===== config.mk =====
export PLATFORM = sky130hd
export DESIGN_NAME = serial_rtc_shift_interface_flat
export DESIGN_NICKNAME = d
export VERILOG_FILES = /design/src/design/srtc_pkg.sv /design/src/design/srtc_if.sv /design/src/design/srtc_in_reg.sv /design/src/design/srtc_core.sv /design/src/design/srtc_out_reg.sv /design/src/design/serial_rtc_shift_interface.sv /design/src/flat_wrapper.sv
export SDC_FILE = /design/constraint.sdc
export NUM_CORES = 1
export LEC_CHECK = 0
export BUFFER_PORTS_ARGS = -buffer_cell sky130_fd_sc_hd__buf_2
export CAP_MARGIN = 20
export CORE_UTILIZATION = 55
export CTS_CLUSTER_DIAMETER = 50
export DETAILED_ROUTE_END_ITERATION = 16
export PLACE_DENSITY = 0.86
export SYNTH_ARGS = -nofsm -noshare
export SYNTH_HDL_FRONTEND = slang
export SYNTH_HIERARCHICAL = 1
export SYNTH_SLANG_ARGS = --single-unit

===== constraint.sdc =====
create_clock -name clk -period 9.4 [get_ports clk]
set_clock_uncertainty 0.05 [all_clocks]
set_input_delay 0.94 -clock clk [delete_from_list [all_inputs] [get_ports clk]]
set_output_delay 0.94 -clock clk [all_outputs]
set_load 0.02 [all_outputs]

===== src/design/srtc_pkg.sv =====
// shared types, constants and helpers for the serial rtc shift interface
package srtc_pkg;

	localparam int TIME_BYTES = 7;
	localparam int BYTE_BITS  = 8;
	localparam int CMD_BITS   = 4;
	localparam int COUNT_W    = 6;

	localparam logic [COUNT_W-1:0] CMD_COUNT  = COUNT_W'(CMD_BITS);
	localparam logic [COUNT_W-1:0] DATA_COUNT = COUNT_W'(TIME_BYTES * BYTE_BITS);

	// port_value bit positions
	localparam int PV_DATA_N = 0;
	localparam int PV_CLOCK  = 1;
	localparam int PV_ENABLE = 2;

	// latched time byte order
	localparam int LAT_SECOND  = 0;
	localparam int LAT_WEEKDAY = 1;
	localparam int LAT_YEAR    = 2;
	localparam int LAT_MONTH   = 3;
	localparam int LAT_DAY     = 4;
	localparam int LAT_MINUTE  = 5;
	localparam int LAT_HOUR    = 6;

	// decoded time byte order
	localparam int DEC_WEEKDAY = 0;
	localparam int DEC_YEAR    = 1;
	localparam int DEC_MONTH   = 2;
	localparam int DEC_DAY     = 3;
	localparam int DEC_MINUTE  = 4;
	localparam int DEC_HOUR    = 5;

	// byte number (bits left / 8) at which each written byte completes
	localparam logic [2:0] Q_SECOND = 3'd0;
	localparam logic [2:0] Q_YEAR   = 3'd2;
	localparam logic [2:0] Q_MONTH  = 3'd3;
	localparam logic [2:0] Q_LAST   = 3'(TIME_BYTES - 1);

	localparam logic [7:0] YEAR_PIVOT = 8'd70;
	localparam logic [7:0] CENTURY    = 8'd100;

	typedef enum logic [1:0] {
		MODE_WRITE = 2'd0,
		MODE_READ  = 2'd1,
		MODE_AWAIT = 2'd2
	} mode_t;

	typedef struct packed {
		logic       action;
		logic [2:0] port_value;
		logic [7:0] cur_hour;
		logic [7:0] cur_minute;
		logic [7:0] cur_second;
		logic [7:0] cur_day;
		logic [7:0] cur_month;
		logic [7:0] cur_year;
		logic [7:0] cur_weekday;
	} req_item_t;

	typedef struct packed {
		logic       read_bit;
		logic       time_set_valid;
		logic [7:0] set_hour;
		logic [7:0] set_minute;
		logic [7:0] set_second;
		logic [7:0] set_day;
		logic [7:0] set_month;
		logic [7:0] set_year;
		logic [7:0] set_weekday;
		logic [2:0] command_address;
	} rsp_item_t;

	// bcd byte to binary, hi * 10 + lo, wrapping to 8 bits
	function automatic logic [7:0] bcd_to_bin(input logic [7:0] v);
		logic [7:0] hi;
		hi = {4'd0, v[7:4]};
		return (hi << 3) + (hi << 1) + {4'd0, v[3:0]};
	endfunction

endpackage


===== src/design/srtc_if.sv =====
// request and response channel interfaces for the serial rtc shift interface
interface srtc_req_if;
	logic       valid;
	logic       ready;
	logic       action;
	logic [2:0] port_value;
	logic [7:0] cur_hour;
	logic [7:0] cur_minute;
	logic [7:0] cur_second;
	logic [7:0] cur_day;
	logic [7:0] cur_month;
	logic [7:0] cur_year;
	logic [7:0] cur_weekday;

	modport source (
		output valid, action, port_value, cur_hour, cur_minute, cur_second,
			cur_day, cur_month, cur_year, cur_weekday,
		input ready
	);
	modport sink (
		input valid, action, port_value, cur_hour, cur_minute, cur_second,
			cur_day, cur_month, cur_year, cur_weekday,
		output ready
	);
endinterface

interface srtc_rsp_if;
	logic       valid;
	logic       ready;
	logic       read_bit;
	logic       time_set_valid;
	logic [7:0] set_hour;
	logic [7:0] set_minute;
	logic [7:0] set_second;
	logic [7:0] set_day;
	logic [7:0] set_month;
	logic [7:0] set_year;
	logic [7:0] set_weekday;
	logic [2:0] command_address;

	modport source (
		output valid, read_bit, time_set_valid, set_hour, set_minute, set_second,
			set_day, set_month, set_year, set_weekday, command_address,
		input ready
	);
	modport sink (
		input valid, read_bit, time_set_valid, set_hour, set_minute, set_second,
			set_day, set_month, set_year, set_weekday, command_address,
		output ready
	);
endinterface


===== src/design/srtc_in_reg.sv =====
// input register stage: captures one request transaction per cycle while the stage is empty or advancing
module srtc_in_reg
	import srtc_pkg::*;
(
	input  logic      clk,
	input  logic      arst_n,
	srtc_req_if.sink  req,
	input  logic      advance,
	output logic      valid_s1,
	output req_item_t item_s1
);

	logic accept;

	assign req.ready = !valid_s1 || advance;
	assign accept    = req.valid && req.ready;

	always_ff @(posedge clk or negedge arst_n) begin
		if (!arst_n) begin
			valid_s1 <= 1'b0;
		end else if (accept) begin
			valid_s1 <= 1'b1;
		end else if (advance) begin
			valid_s1 <= 1'b0;
		end
	end

	always_ff @(posedge clk) begin
		if (accept) begin
			item_s1.action      <= req.action;
			item_s1.port_value  <= req.port_value;
			item_s1.cur_hour    <= req.cur_hour;
			item_s1.cur_minute  <= req.cur_minute;
			item_s1.cur_second  <= req.cur_second;
			item_s1.cur_day     <= req.cur_day;
			item_s1.cur_month   <= req.cur_month;
			item_s1.cur_year    <= req.cur_year;
			item_s1.cur_weekday <= req.cur_weekday;
		end
	end

endmodule


===== src/design/srtc_core.sv =====
// shift state machine: processes one port access per cycle while advance is high and forms its result
module srtc_core
	import srtc_pkg::*;
(
	input  logic      clk,
	input  logic      arst_n,
	input  logic      advance,
	input  req_item_t item,
	output rsp_item_t result
);

	logic               chip_enabled_q, chip_enabled_d;
	logic               clock_high_q, clock_high_d;
	mode_t              mode_q, mode_d;
	logic [COUNT_W-1:0] bits_left_q, bits_left_d;
	logic [2:0]         address_q, address_d;
	logic [7:0]         receive_q, receive_d;
	logic [7:0]         transmit_q, transmit_d;
	logic [7:0]         latched_q [TIME_BYTES];
	logic [7:0]         latched_d [TIME_BYTES];
	logic [7:0]         decoded_q [TIME_BYTES-1];
	logic [7:0]         decoded_d [TIME_BYTES-1];

	always_comb begin
		logic               en;
		logic               clk_in;
		logic               data;
		logic [COUNT_W-1:0] bits_dec;
		logic [2:0]         k;
		logic [2:0]         q;
		logic [7:0]         tb;
		logic [7:0]         rs;
		logic [7:0]         val;

		en     = item.port_value[PV_ENABLE];
		clk_in = item.port_value[PV_CLOCK];
		data   = !item.port_value[PV_DATA_N];

		chip_enabled_d = chip_enabled_q;
		clock_high_d   = clock_high_q;
		mode_d         = mode_q;
		bits_left_d    = bits_left_q;
		address_d      = address_q;
		receive_d      = receive_q;
		transmit_d     = transmit_q;
		latched_d      = latched_q;
		decoded_d      = decoded_q;
		result         = '0;

		bits_dec = bits_left_q - COUNT_W'(1);
		k        = bits_left_q[5:3];
		q        = bits_dec[5:3];
		tb       = transmit_q;
		rs       = {receive_q[6:0], data};
		val      = bcd_to_bin(rs);

		if (item.action) begin
			// read: reload at each byte boundary, then rotate out lsb first
			if (bits_left_q != '0) begin
				if (bits_left_q[2:0] == 3'd0) begin
					tb = latched_q[k - 3'd1];
				end
				bits_left_d     = bits_dec;
				result.read_bit = tb[0];
				transmit_d      = {tb[0], tb[7:1]};
			end
		end else begin
			priority if (en && !chip_enabled_q) begin
				latched_d[LAT_HOUR]    = item.cur_hour;
				latched_d[LAT_MINUTE]  = item.cur_minute;
				latched_d[LAT_SECOND]  = item.cur_second;
				latched_d[LAT_DAY]     = item.cur_day;
				latched_d[LAT_MONTH]   = item.cur_month;
				latched_d[LAT_YEAR]    = item.cur_year;
				latched_d[LAT_WEEKDAY] = item.cur_weekday;
				bits_left_d            = CMD_COUNT;
				chip_enabled_d         = 1'b1;
			end else if (!en && chip_enabled_q) begin
				chip_enabled_d = 1'b0;
				mode_d         = MODE_AWAIT;
			end else if (!clock_high_q && clk_in) begin
				clock_high_d = 1'b1;
			end else begin
				if (clock_high_q && !clk_in) begin
					clock_high_d = 1'b0;
				end
				if (bits_left_q != '0 && chip_enabled_q && mode_q != MODE_READ) begin
					bits_left_d = bits_dec;
					if (mode_q == MODE_AWAIT) begin
						if (bits_dec != '0) begin
							address_d = {address_q[1:0], data};
						end else begin
							mode_d      = data ? MODE_READ : MODE_WRITE;
							bits_left_d = DATA_COUNT;
						end
					end else begin
						receive_d = rs;
						if (bits_dec[2:0] == 3'd0) begin
							if (q == Q_MONTH) begin
								val = val - 8'd1;
							end else if (q == Q_YEAR && val < YEAR_PIVOT) begin
								val = val + CENTURY;
							end
							if (q != Q_SECOND && q <= Q_LAST) begin
								decoded_d[q - 3'd1] = val;
							end else if (q == Q_SECOND) begin
								result.time_set_valid = 1'b1;
								result.set_hour       = decoded_q[DEC_HOUR];
								result.set_minute     = decoded_q[DEC_MINUTE];
								result.set_second     = val;
								result.set_day        = decoded_q[DEC_DAY];
								result.set_month      = decoded_q[DEC_MONTH];
								result.set_year       = decoded_q[DEC_YEAR];
								result.set_weekday    = decoded_q[DEC_WEEKDAY];
							end
							receive_d = '0;
						end
					end
				end
			end
		end

		result.command_address = address_d;
	end

	always_ff @(posedge clk or negedge arst_n) begin
		if (!arst_n) begin
			chip_enabled_q <= 1'b0;
			clock_high_q   <= 1'b0;
			mode_q         <= MODE_AWAIT;
			bits_left_q    <= '0;
			address_q      <= '0;
			receive_q      <= '0;
			transmit_q     <= '0;
			for (int i = 0; i < TIME_BYTES; i++) begin
				latched_q[i] <= '0;
			end
			for (int i = 0; i < TIME_BYTES - 1; i++) begin
				decoded_q[i] <= '0;
			end
		end else if (advance) begin
			chip_enabled_q <= chip_enabled_d;
			clock_high_q   <= clock_high_d;
			mode_q         <= mode_d;
			bits_left_q    <= bits_left_d;
			address_q      <= address_d;
			receive_q      <= receive_d;
			transmit_q     <= transmit_d;
			latched_q      <= latched_d;
			decoded_q      <= decoded_d;
		end
	end

endmodule


===== src/design/srtc_out_reg.sv =====
// result register: holds one response transaction until the sink takes it
module srtc_out_reg
	import srtc_pkg::*;
(
	input  logic       clk,
	input  logic       arst_n,
	input  logic       load,
	input  rsp_item_t  result,
	output logic       free,
	srtc_rsp_if.source rsp
);

	logic      valid_q;
	rsp_item_t item_q;

	assign free = !valid_q || rsp.ready;

	always_ff @(posedge clk or negedge arst_n) begin
		if (!arst_n) begin
			valid_q <= 1'b0;
		end else if (load) begin
			valid_q <= 1'b1;
		end else if (rsp.ready) begin
			valid_q <= 1'b0;
		end
	end

	always_ff @(posedge clk) begin
		if (load) begin
			item_q <= result;
		end
	end

	assign rsp.valid           = valid_q;
	assign rsp.read_bit        = item_q.read_bit;
	assign rsp.time_set_valid  = item_q.time_set_valid;
	assign rsp.set_hour        = item_q.set_hour;
	assign rsp.set_minute      = item_q.set_minute;
	assign rsp.set_second      = item_q.set_second;
	assign rsp.set_day         = item_q.set_day;
	assign rsp.set_month       = item_q.set_month;
	assign rsp.set_year        = item_q.set_year;
	assign rsp.set_weekday     = item_q.set_weekday;
	assign rsp.command_address = item_q.command_address;

endmodule


===== src/design/serial_rtc_shift_interface.sv =====
// top level of the serial rtc shift interface
// Each request transaction is one port access (write of enable, clock and
// inverted data, or a read of the next serial bit) and gives exactly one
// response transaction. The block sustains one transaction per cycle while
// the response side takes its results: a request is captured in the input
// register, the shift state and the result are computed from it when it
// advances, and the result lands in the result register, where the response
// is presented until it is taken. The result register lets the next request
// enter while a response still waits; the only stalls come from the response
// side holding ready low.
module serial_rtc_shift_interface
	import srtc_pkg::*;
(
	input  logic       clk,
	input  logic       arst_n,
	srtc_req_if.sink   req,
	srtc_rsp_if.source rsp
);

	logic      valid_s1;
	req_item_t item_s1;
	rsp_item_t result;
	logic      free;
	logic      advance;

	assign advance = valid_s1 && free;

	srtc_in_reg u_in_reg (
		.clk      (clk),
		.arst_n   (arst_n),
		.req      (req),
		.advance  (advance),
		.valid_s1 (valid_s1),
		.item_s1  (item_s1)
	);

	srtc_core u_core (
		.clk     (clk),
		.arst_n  (arst_n),
		.advance (advance),
		.item    (item_s1),
		.result  (result)
	);

	srtc_out_reg u_out_reg (
		.clk    (clk),
		.arst_n (arst_n),
		.load   (advance),
		.result (result),
		.free   (free),
		.rsp    (rsp)
	);

	// an empty result register never blocks the request side
	a_ready_when_empty: assert property (
		@(posedge clk) disable iff (!arst_n) !rsp.valid |-> req.ready
	) else $error("request stalled with empty result register");

	// every processed request shows up as a response next cycle
	a_result_follows: assert property (
		@(posedge clk) disable iff (!arst_n) advance |=> rsp.valid
	) else $error("processed request produced no response");

	// a set-time result comes from a write, never from a read
	a_set_time_sane: assert property (
		@(posedge clk) disable iff (!arst_n)
		rsp.valid && rsp.time_set_valid |-> !rsp.read_bit
	) else $error("malformed set-time response");

endmodule


===== src/flat_wrapper.sv =====
// flat-port wrapper written by rule: the top's interface ports become plain ports
module serial_rtc_shift_interface_flat import srtc_pkg::*;
  (clk, arst_n, req_valid, req_action, req_port_value, req_cur_hour, req_cur_minute, req_cur_second, req_cur_day, req_cur_month, req_cur_year, req_cur_weekday, req_ready, rsp_valid, rsp_read_bit, rsp_time_set_valid, rsp_set_hour, rsp_set_minute, rsp_set_second, rsp_set_day, rsp_set_month, rsp_set_year, rsp_set_weekday, rsp_command_address, rsp_ready);
  srtc_req_if req_i ();
  srtc_rsp_if rsp_i ();
  input  logic clk;
  input  logic arst_n;
  input wire logic [$bits(req_i.valid)-1:0] req_valid;
  input wire logic [$bits(req_i.action)-1:0] req_action;
  input wire logic [$bits(req_i.port_value)-1:0] req_port_value;
  input wire logic [$bits(req_i.cur_hour)-1:0] req_cur_hour;
  input wire logic [$bits(req_i.cur_minute)-1:0] req_cur_minute;
  input wire logic [$bits(req_i.cur_second)-1:0] req_cur_second;
  input wire logic [$bits(req_i.cur_day)-1:0] req_cur_day;
  input wire logic [$bits(req_i.cur_month)-1:0] req_cur_month;
  input wire logic [$bits(req_i.cur_year)-1:0] req_cur_year;
  input wire logic [$bits(req_i.cur_weekday)-1:0] req_cur_weekday;
  output wire logic [$bits(req_i.ready)-1:0] req_ready;
  output wire logic [$bits(rsp_i.valid)-1:0] rsp_valid;
  output wire logic [$bits(rsp_i.read_bit)-1:0] rsp_read_bit;
  output wire logic [$bits(rsp_i.time_set_valid)-1:0] rsp_time_set_valid;
  output wire logic [$bits(rsp_i.set_hour)-1:0] rsp_set_hour;
  output wire logic [$bits(rsp_i.set_minute)-1:0] rsp_set_minute;
  output wire logic [$bits(rsp_i.set_second)-1:0] rsp_set_second;
  output wire logic [$bits(rsp_i.set_day)-1:0] rsp_set_day;
  output wire logic [$bits(rsp_i.set_month)-1:0] rsp_set_month;
  output wire logic [$bits(rsp_i.set_year)-1:0] rsp_set_year;
  output wire logic [$bits(rsp_i.set_weekday)-1:0] rsp_set_weekday;
  output wire logic [$bits(rsp_i.command_address)-1:0] rsp_command_address;
  input wire logic [$bits(rsp_i.ready)-1:0] rsp_ready;
  assign req_i.valid = req_valid;
  assign req_i.action = req_action;
  assign req_i.port_value = req_port_value;
  assign req_i.cur_hour = req_cur_hour;
  assign req_i.cur_minute = req_cur_minute;
  assign req_i.cur_second = req_cur_second;
  assign req_i.cur_day = req_cur_day;
  assign req_i.cur_month = req_cur_month;
  assign req_i.cur_year = req_cur_year;
  assign req_i.cur_weekday = req_cur_weekday;
  assign req_ready = req_i.ready;
  assign rsp_valid = rsp_i.valid;
  assign rsp_read_bit = rsp_i.read_bit;
  assign rsp_time_set_valid = rsp_i.time_set_valid;
  assign rsp_set_hour = rsp_i.set_hour;
  assign rsp_set_minute = rsp_i.set_minute;
  assign rsp_set_second = rsp_i.set_second;
  assign rsp_set_day = rsp_i.set_day;
  assign rsp_set_month = rsp_i.set_month;
  assign rsp_set_year = rsp_i.set_year;
  assign rsp_set_weekday = rsp_i.set_weekday;
  assign rsp_command_address = rsp_i.command_address;
  assign rsp_i.ready = rsp_ready;
  serial_rtc_shift_interface u_core (.clk(clk), .arst_n(arst_n), .req(req_i), .rsp(rsp_i));
endmodule

Word-level counts from Yosys, hierarchy flattened. Cells that the tools add are included.

Word-level logic and storage cells: 163. Flip-flop bits (word level): 255. Output and inout bits: 63. Input bits: 64.

Add/sub/neg operators: 7. Bitwise operators: 10. Equal/unequal tests: 9. $lt $le $gt $ge: 5. Reductions and logical operators: 44. Multiplexer cells: 47.

Operator list (number): $mux W8 (13); $mux W57 (1); $bwmux W48 (1); $mux W6 (8); $bmux W8 S3 (1); $demux W8 S3 (1); $mux W3 (7); $reduce_and A7 Y1 (2); $reduce_bool A2 Y1 (6); $reduce_bool A6 Y1 (2); $logic_and A1 B1 Y1 (11); $mux W2 (5); $reduce_and A5 Y1 (2); $logic_not A3 Y1 (3); $mux W1 (9); $reduce_and A3 Y1 (3); $reduce_and A9 Y1 (1); $reduce_or A9 Y1 (1); $add A7 B5 Y8 (1); $add A8 B4 Y8 (1); $add A8 B7 Y8 const B (1); $ge A4 B4 Y1 const B (2); $lt A8 B7 Y1 const B (1); $not A1 Y1 (8); other kinds (17) (31).

Longest topological paths before layout.
Depth after elaboration: 14. Depth in mapped cells: 13. Mapped depth without buffers: 12.

Hierarchy. Netlist, hierarchy kept.

By module, submodules not included: srtc_core (cells each 600, times used 1, sequential area each 3304.4 µm², area each 7060.5 µm²); srtc_out_reg (cells each 64, times used 1, sequential area each 1856.8 µm², area each 1879.3 µm²); srtc_in_reg (cells each 64, times used 1, sequential area each 1826.8 µm², area each 1855.5 µm²); serial_rtc_shift_interface (cells each 1, times used 1, sequential area each 0.0 µm², area each 6.3 µm²).

Worst setup path before layout. OpenSTA, ideal clock, no wires.

Kind: input to register. Start point: in rsp_ready. End point: reg u_core/u_core/decoded_q[16] in the netlist's numbering. Slack: 4.741 ns. Setup time: 0.125 ns. Path buffers: 1. Arrival time: 4.484 ns. Cell stages on the path: 9. Data required time: 9.225 ns. Cells stage by stage: nand2b_4 and2_1 nand3b_1 nor2b_1 and3_1 clkbuf_1 o311ai_4 nor4b_4 mux2_2.

Longest elaborated chain between the ends: 3.

RTL lines: start, declared (line flat_wrapper.sv:30) `input wire logic [$bits(rsp_i.ready)-1:0] rsp_ready;`; $logic_or A1 B1 Y1 (line srtc_out_reg.sv:16) `assign free = !valid_q || rsp.ready;`; $logic_and A1 B1 Y1 (line serial_rtc_shift_interface.sv:26) `assign advance = valid_s1 && free;`; via u_core.advance (line serial_rtc_shift_interface.sv:24) `logic advance;`; $reduce_and A9 Y1 (no line); end signal, assigned (line srtc_core.sv:150) `decoded_q <= decoded_d;`; end, declared (line srtc_core.sv:21) `logic [7:0] decoded_q [TIME_BYTES-1];`.

The timed path passes the listed nets, and every way through them passes these cells. A chain may end at the register's enable or synchronous reset.

Final worst setup path.
Start point: reg u_core.u_core.receive_q[3]. End point: reg u_core.u_out_reg.item_q, in the netlist u_core/u_out_reg/rsp.set_second[4] (data pin).

Longest elaborated chain between the ends: 13. Elaborated cells between the ends (all ways): 15. Those cells by class: 4 x add/sub; 1 x order compare; 9 x mux; 1 x reduce/logical.

RTL lines: start, declared (line srtc_core.sv:17) `logic [7:0] receive_q, receive_d;`; start signal, assigned (line srtc_core.sv:147) `receive_q <= receive_d;`; $add A7 B5 Y8 * (line srtc_pkg.sv:78) `return (hi << 3) + (hi << 1) + {4'd0, v[3:0]};`; $add A8 B4 Y8 * (line srtc_pkg.sv:78); $lt A8 B7 Y1 (line srtc_core.sv:101) `end else if (q == Q_YEAR && val < YEAR_PIVOT) begin`; $logic_and A1 B1 Y1 (line srtc_core.sv:101); $mux W8 (line srtc_core.sv:101); $mux W8 * (line srtc_core.sv:99) `if (q == Q_MONTH) begin`; $mux W8 * (line srtc_core.sv:98) `if (bits_dec[2:0] == 3'd0) begin`; $mux W8 * (line srtc_core.sv:89) `if (mode_q == MODE_AWAIT) begin`; $mux W8 * (line srtc_core.sv:87) `if (bits_left_q != '0 && chip_enabled_q && mode_q != MODE_READ) begin`; $mux W8 * (line srtc_core.sv:81) `end else if (!clock_high_q && clk_in) begin`; $mux W8 * (line srtc_core.sv:78) `end else if (!en && chip_enabled_q) begin`; $mux W8 * (line srtc_core.sv:68) `priority if (en && !chip_enabled_q) begin`; $mux W8 * (line srtc_core.sv:57) `if (item.action) begin`; end signal, assigned (line srtc_out_reg.sv:30) `item_q <= result;`; end, declared (line srtc_out_reg.sv:14) `rsp_item_t item_q;`.

Mark *: on every way between the ends. The rest lies on a longest branch, timed or not. The select of a mux whose other input is x is not followed.

==> results summary <==
Setup repair after global routing left no endpoint under its margin. Summing over every cut layer, the via total after detailed routing is 6303. The width of the die is 142.1 µm. The number of flip-flops under the largest register name is 60. At the later pin of the worst-skew pair, clock insertion delay measures 0.52 ns.

Summing all multi-input logic gate instances after layout gives between 3000 and 4000 µm². TritonCTS built the clock tree. The number of antenna violations at the first check in global routing is 0. The clock share of power is 24.7%. The final-layout setup total negative slack came out at 0 ns. The cell area after technology mapping came out at 10800 µm². The count of hold buffers inserted by post-cts repair came out at 0. The H-tree depth reported by CTS came out at 1. The worst setup path is captured at a register. The Yosys step of the flow raised 6 warnings. The peak ir drop on the vdd network came out at 0.1921 mV. The number of flops mapped to enable cells by yosys came out at 121. The endpoint required time on the critical path is a little under 10 ns. By instance count, the leading cell after synthesis is sky130_fd_sc_hd__dfrtp_1. Clock-pin slew was measured on the worst setup and hold paths at 0.06 ns. The flip-flop and latch area is 6988 µm².

The power per cell area is 347.0 nW/µm². Counting instances in the post-synthesis netlist gives the leading cell types as sky130_fd_sc_hd__dfrtp_1, sky130_fd_sc_hd__edfxtp_1, sky130_fd_sc_hd__mux2_2, sky130_fd_sc_hd__and2_1, sky130_fd_sc_hd__o21ai_0. The antenna violation net count after detailed routing came out at 0. The final antenna diode count is 0. The count of pins over their slew limit is 0. The critical path contains buffers and inverters numbering 3 combined. The number of cells produced by synthesis came out at approximately 730. The largest net degree at the start of global routing came out at 80.

TritonCTS created 26 clock buffers. The number of distinct standard cells referenced by the synthesized netlist came out at between 60 and 70. The worst path in the final design needs a cycle of about 4.1 ns, including I/O delays and setup. The class of the tightest hold or removal check is input pin to asynchronous set/reset pin. The number of max-cap violations is 0. The top cell type's share of synthesized area came out at 33.64%. The region available for standard cell placement spans between 15000 and 20000 µm².

The signal on the critical path passes through inv_1 > fa_1 > inv_1 > fa_1 > inv_1 > ha_1 > a211o_1 > or4_1 > nand4_1 > a32oi_1 > xnor2_1 > and2_1. Once the floorplan was initialized, standard cells occupied 56.98% of the core. The static leakage is roughly 5.5 nW. The count of buffers added on input and output ports is 126. The flow ran to the end, and the final reports show no timing, DRC or antenna violations. The most used flip-flop cell after synthesis is sky130_fd_sc_hd__dfrtp_1. The length of the first detailed-routing pass in iterations came out at 4.

Counting stages on the worst path, the most repeated cell is sky130_fd_sc_hd__inv_1. For this run, the post-layout net count is 949. The largest registers in the layout are u_core/u_in_reg/item_s1 x60, u_core/u_core/latched_q x56, u_core/u_core/decoded_q x48. The final count of negative-setup-slack endpoints came out at 0. The final weighted congestion in routability-driven placement came out at between 0.8 and 0.9.

The critical path is of the register to register type. At the worst endpoint, the arrival time is 4.46 ns. Post-CTS timing repair inserted 0 buffers for setup. The total power consumption of the routed design is 4.375 mW. The fraction of the cycle the final worst path needs came out at 43.86%.

Combinational logic is responsible for 39.4% of the overall power. The global-route wire length before repair came out at 32660 µm. The post-synthesis sequential element count is about 260.

The top-level I/O count came out at 127. CTS placed an instance of sky130_fd_sc_hd__clkbuf_16 at the clock tree root. More flip-flops sit in one register than any other, and that register is u_core/u_in_reg/item_s1. In the post-synthesis netlist, the biggest area contributors are sky130_fd_sc_hd__edfxtp_1, sky130_fd_sc_hd__dfrtp_1, sky130_fd_sc_hd__mux2_2. The area growth from synthesis to layout is 16.72%. The worst setup path is launched from a register. The remaining global-route overflow came out at 0.

The top cell family by delay on the critical path is adder cells. The switching component of the power came out at 1.603 mW. In the synthesized netlist the async set-or-reset flop fraction comes to roughly 53%. The filler cells instantiated in the layout total 1354.

The vertical die dimension came out at roughly 140 µm. The synthesized netlist net count is 818. The number of buffers on the longest clock path came out at 3. The master of the slowest instance on the critical path is sky130_fd_sc_hd__fa_1. The average instance area after synthesis is around 15 µm². The total routing resource utilization after global routing is 20.62%. Based on the critical path, the design can be clocked at up to 242.5 MHz.

The proportion of total power due to net switching came out at 36.65%. The internal portion of the total power is around 2.8 mW. In this design, the stage delay of the slowest critical-path cell is 0.65 ns. The final routed DRC violation total is 0.

The number of global-route vias before repair is 6481. The share of layout cells above drive strength 1 came out at 36.14%. The clock net sink count came out at 255. The final count of hold timing violations is 0. The routed length per instance is 17.22 µm. The largest area contributor in the netlist is sky130_fd_sc_hd__edfxtp_1. The HPWL after detailed placement is 12890 µm. The row count is 50. Registers are responsible for between 30% and 40% of the overall power.

In this run, post-CTS repair resized a total of 0 instances. The via count normalized by instance count is 5.529. At the pin with the least slew margin, the transition time is 1.049 ns. The total wire length is 19630 µm. The sequential-to-total area share from yosys stat came out at about 65%.

The headroom to the max-slew limit came out at 29.56%. The maximum fanout along the worst path is 7. The floorplan step defined a die boundary enclosing 20200 µm².

The initial detailed-routing violation count came out at approximately 360.
## cell type report
class	count	area share, %
multi-input cells	420	28.54
clock inverters	14	1.677
flip-flops and latches	255	55.43
clock buffers	34	5.647
repair buffers	131	5.349
well taps	260	2.580
inverters	26	0.7741
## through the flow
stage / area (µm²) / setup WS (ns) / hold slack, ns / cells / utilization (%)
2_1_floorplan: 10800 / 4.741 / 0.3997 / 729 / -
3_3_place_gp: 11680 / 5.446 / 0.4070 / 1092 / 61.64
3_5_place_dp: 11680 / 5.305 / 0.4146 / 1092 / 61.64
4_1_cts: 12610 / 5.264 / 0.4159 / 1140 / 66.51
5_1_grt: 12610 / 5.034 / 0.4348 / 1140 / 66.51
6_report: 12610 / 5.277 / 0.4058 / 1140 / 66.51
## path summary, 6_finish.rpt
check,from,endpoint,slack [ns],cells after the start
max in group asynchronous,arst_n,u_core/u_out_reg/rsp.valid,7.70,2
setup / recovery,u_core/u_core/receive_q[3],u_core/u_out_reg/rsp.set_second[4],5.28,12
hold / removal,arst_n,u_core/u_core/latched_q[45],0.41,1
setup reg to reg,u_core/u_core/receive_q[3],u_core/u_out_reg/rsp.set_second[4],5.28,12
min in group clk,u_core/u_in_reg/item_s1[16],u_core/u_core/latched_q[24],0.42,1
hold reg to reg,u_core/u_in_reg/item_s1[16],u_core/u_core/latched_q[24],0.42,1
## cells in the final DEF, fill, tap and decap left out, drive strengths merged, types with 6 or more instances in the layout
cell type  instances
dfrtp            133
buf              131
edfxtp           121
mux2             117
and2              65
clkbuf            34
inv               27
o21ai             25
ha                23
nand2             23
nor2              16
nor3              16
a21oi             15
nand3             11
nand2b            11
and3               9
a221oi             9
mux4               8
clkinv             7
xnor2              6
nor2b              6
## worst register-to-register path, stage by stage (launching register included)
cell and delay, ns:
sky130_fd_sc_hd__dfrtp_1 0.38, sky130_fd_sc_hd__inv_1 0.09, sky130_fd_sc_hd__fa_1 0.52, sky130_fd_sc_hd__inv_1 0.07, sky130_fd_sc_hd__fa_1 0.65, sky130_fd_sc_hd__inv_1 0.15, sky130_fd_sc_hd__ha_1 0.25, sky130_fd_sc_hd__a211o_1 0.26
sky130_fd_sc_hd__or4_1 0.39, sky130_fd_sc_hd__nand4_1 0.23, sky130_fd_sc_hd__a32oi_1 0.19, sky130_fd_sc_hd__xnor2_1 0.55, sky130_fd_sc_hd__and2_1 0.21
## power by group through the flow
| stage | clock network [mW] | registers (mW) | logic (mW) |
|---|---|---|---|
| after global placement | 0 | 1.57 | 1.64 |
| after CTS | 1.11 | 1.57 | 1.72 |
| after detailed placement | 0 | 1.59 | 1.70 |
| after global routing | 1.15 | 1.60 | 1.90 |
| after floorplan | 0 | 1.57 | 1.24 |
| final | 1.08 | 1.57 | 1.72 |
## metal layers
layer	vias to the layer above	global-route usage [%]	wire [µm]
li1	2942	-	-
met1	3106	25.86	7963
met2	211	36.84	10190
met3	44	3.129	901
met4	0	6.395	569
met5	-	0	0
## logic make-up (layout without fill, tap and decap cells)
| logic type | after synthesis | count (layout) | synth area share (%) |
|---|---|---|---|
| buffers and inverters | 54 | 205 | 2.073 |
| flip-flops | 255 | 255 | 64.69 |
| AND/OR/NAND/NOR | 179 | 179 | 10.22 |
| multiplexers | 127 | 127 | 14.05 |
| adder cells (fa/ha/maj) | 25 | 25 | 3.035 |
| XOR/XNOR | 8 | 8 | 0.6487 |
| AO/OA/AOI/OAI | 81 | 81 | 5.282 |
No activity file was read; power rests on OpenSTA's default activity.
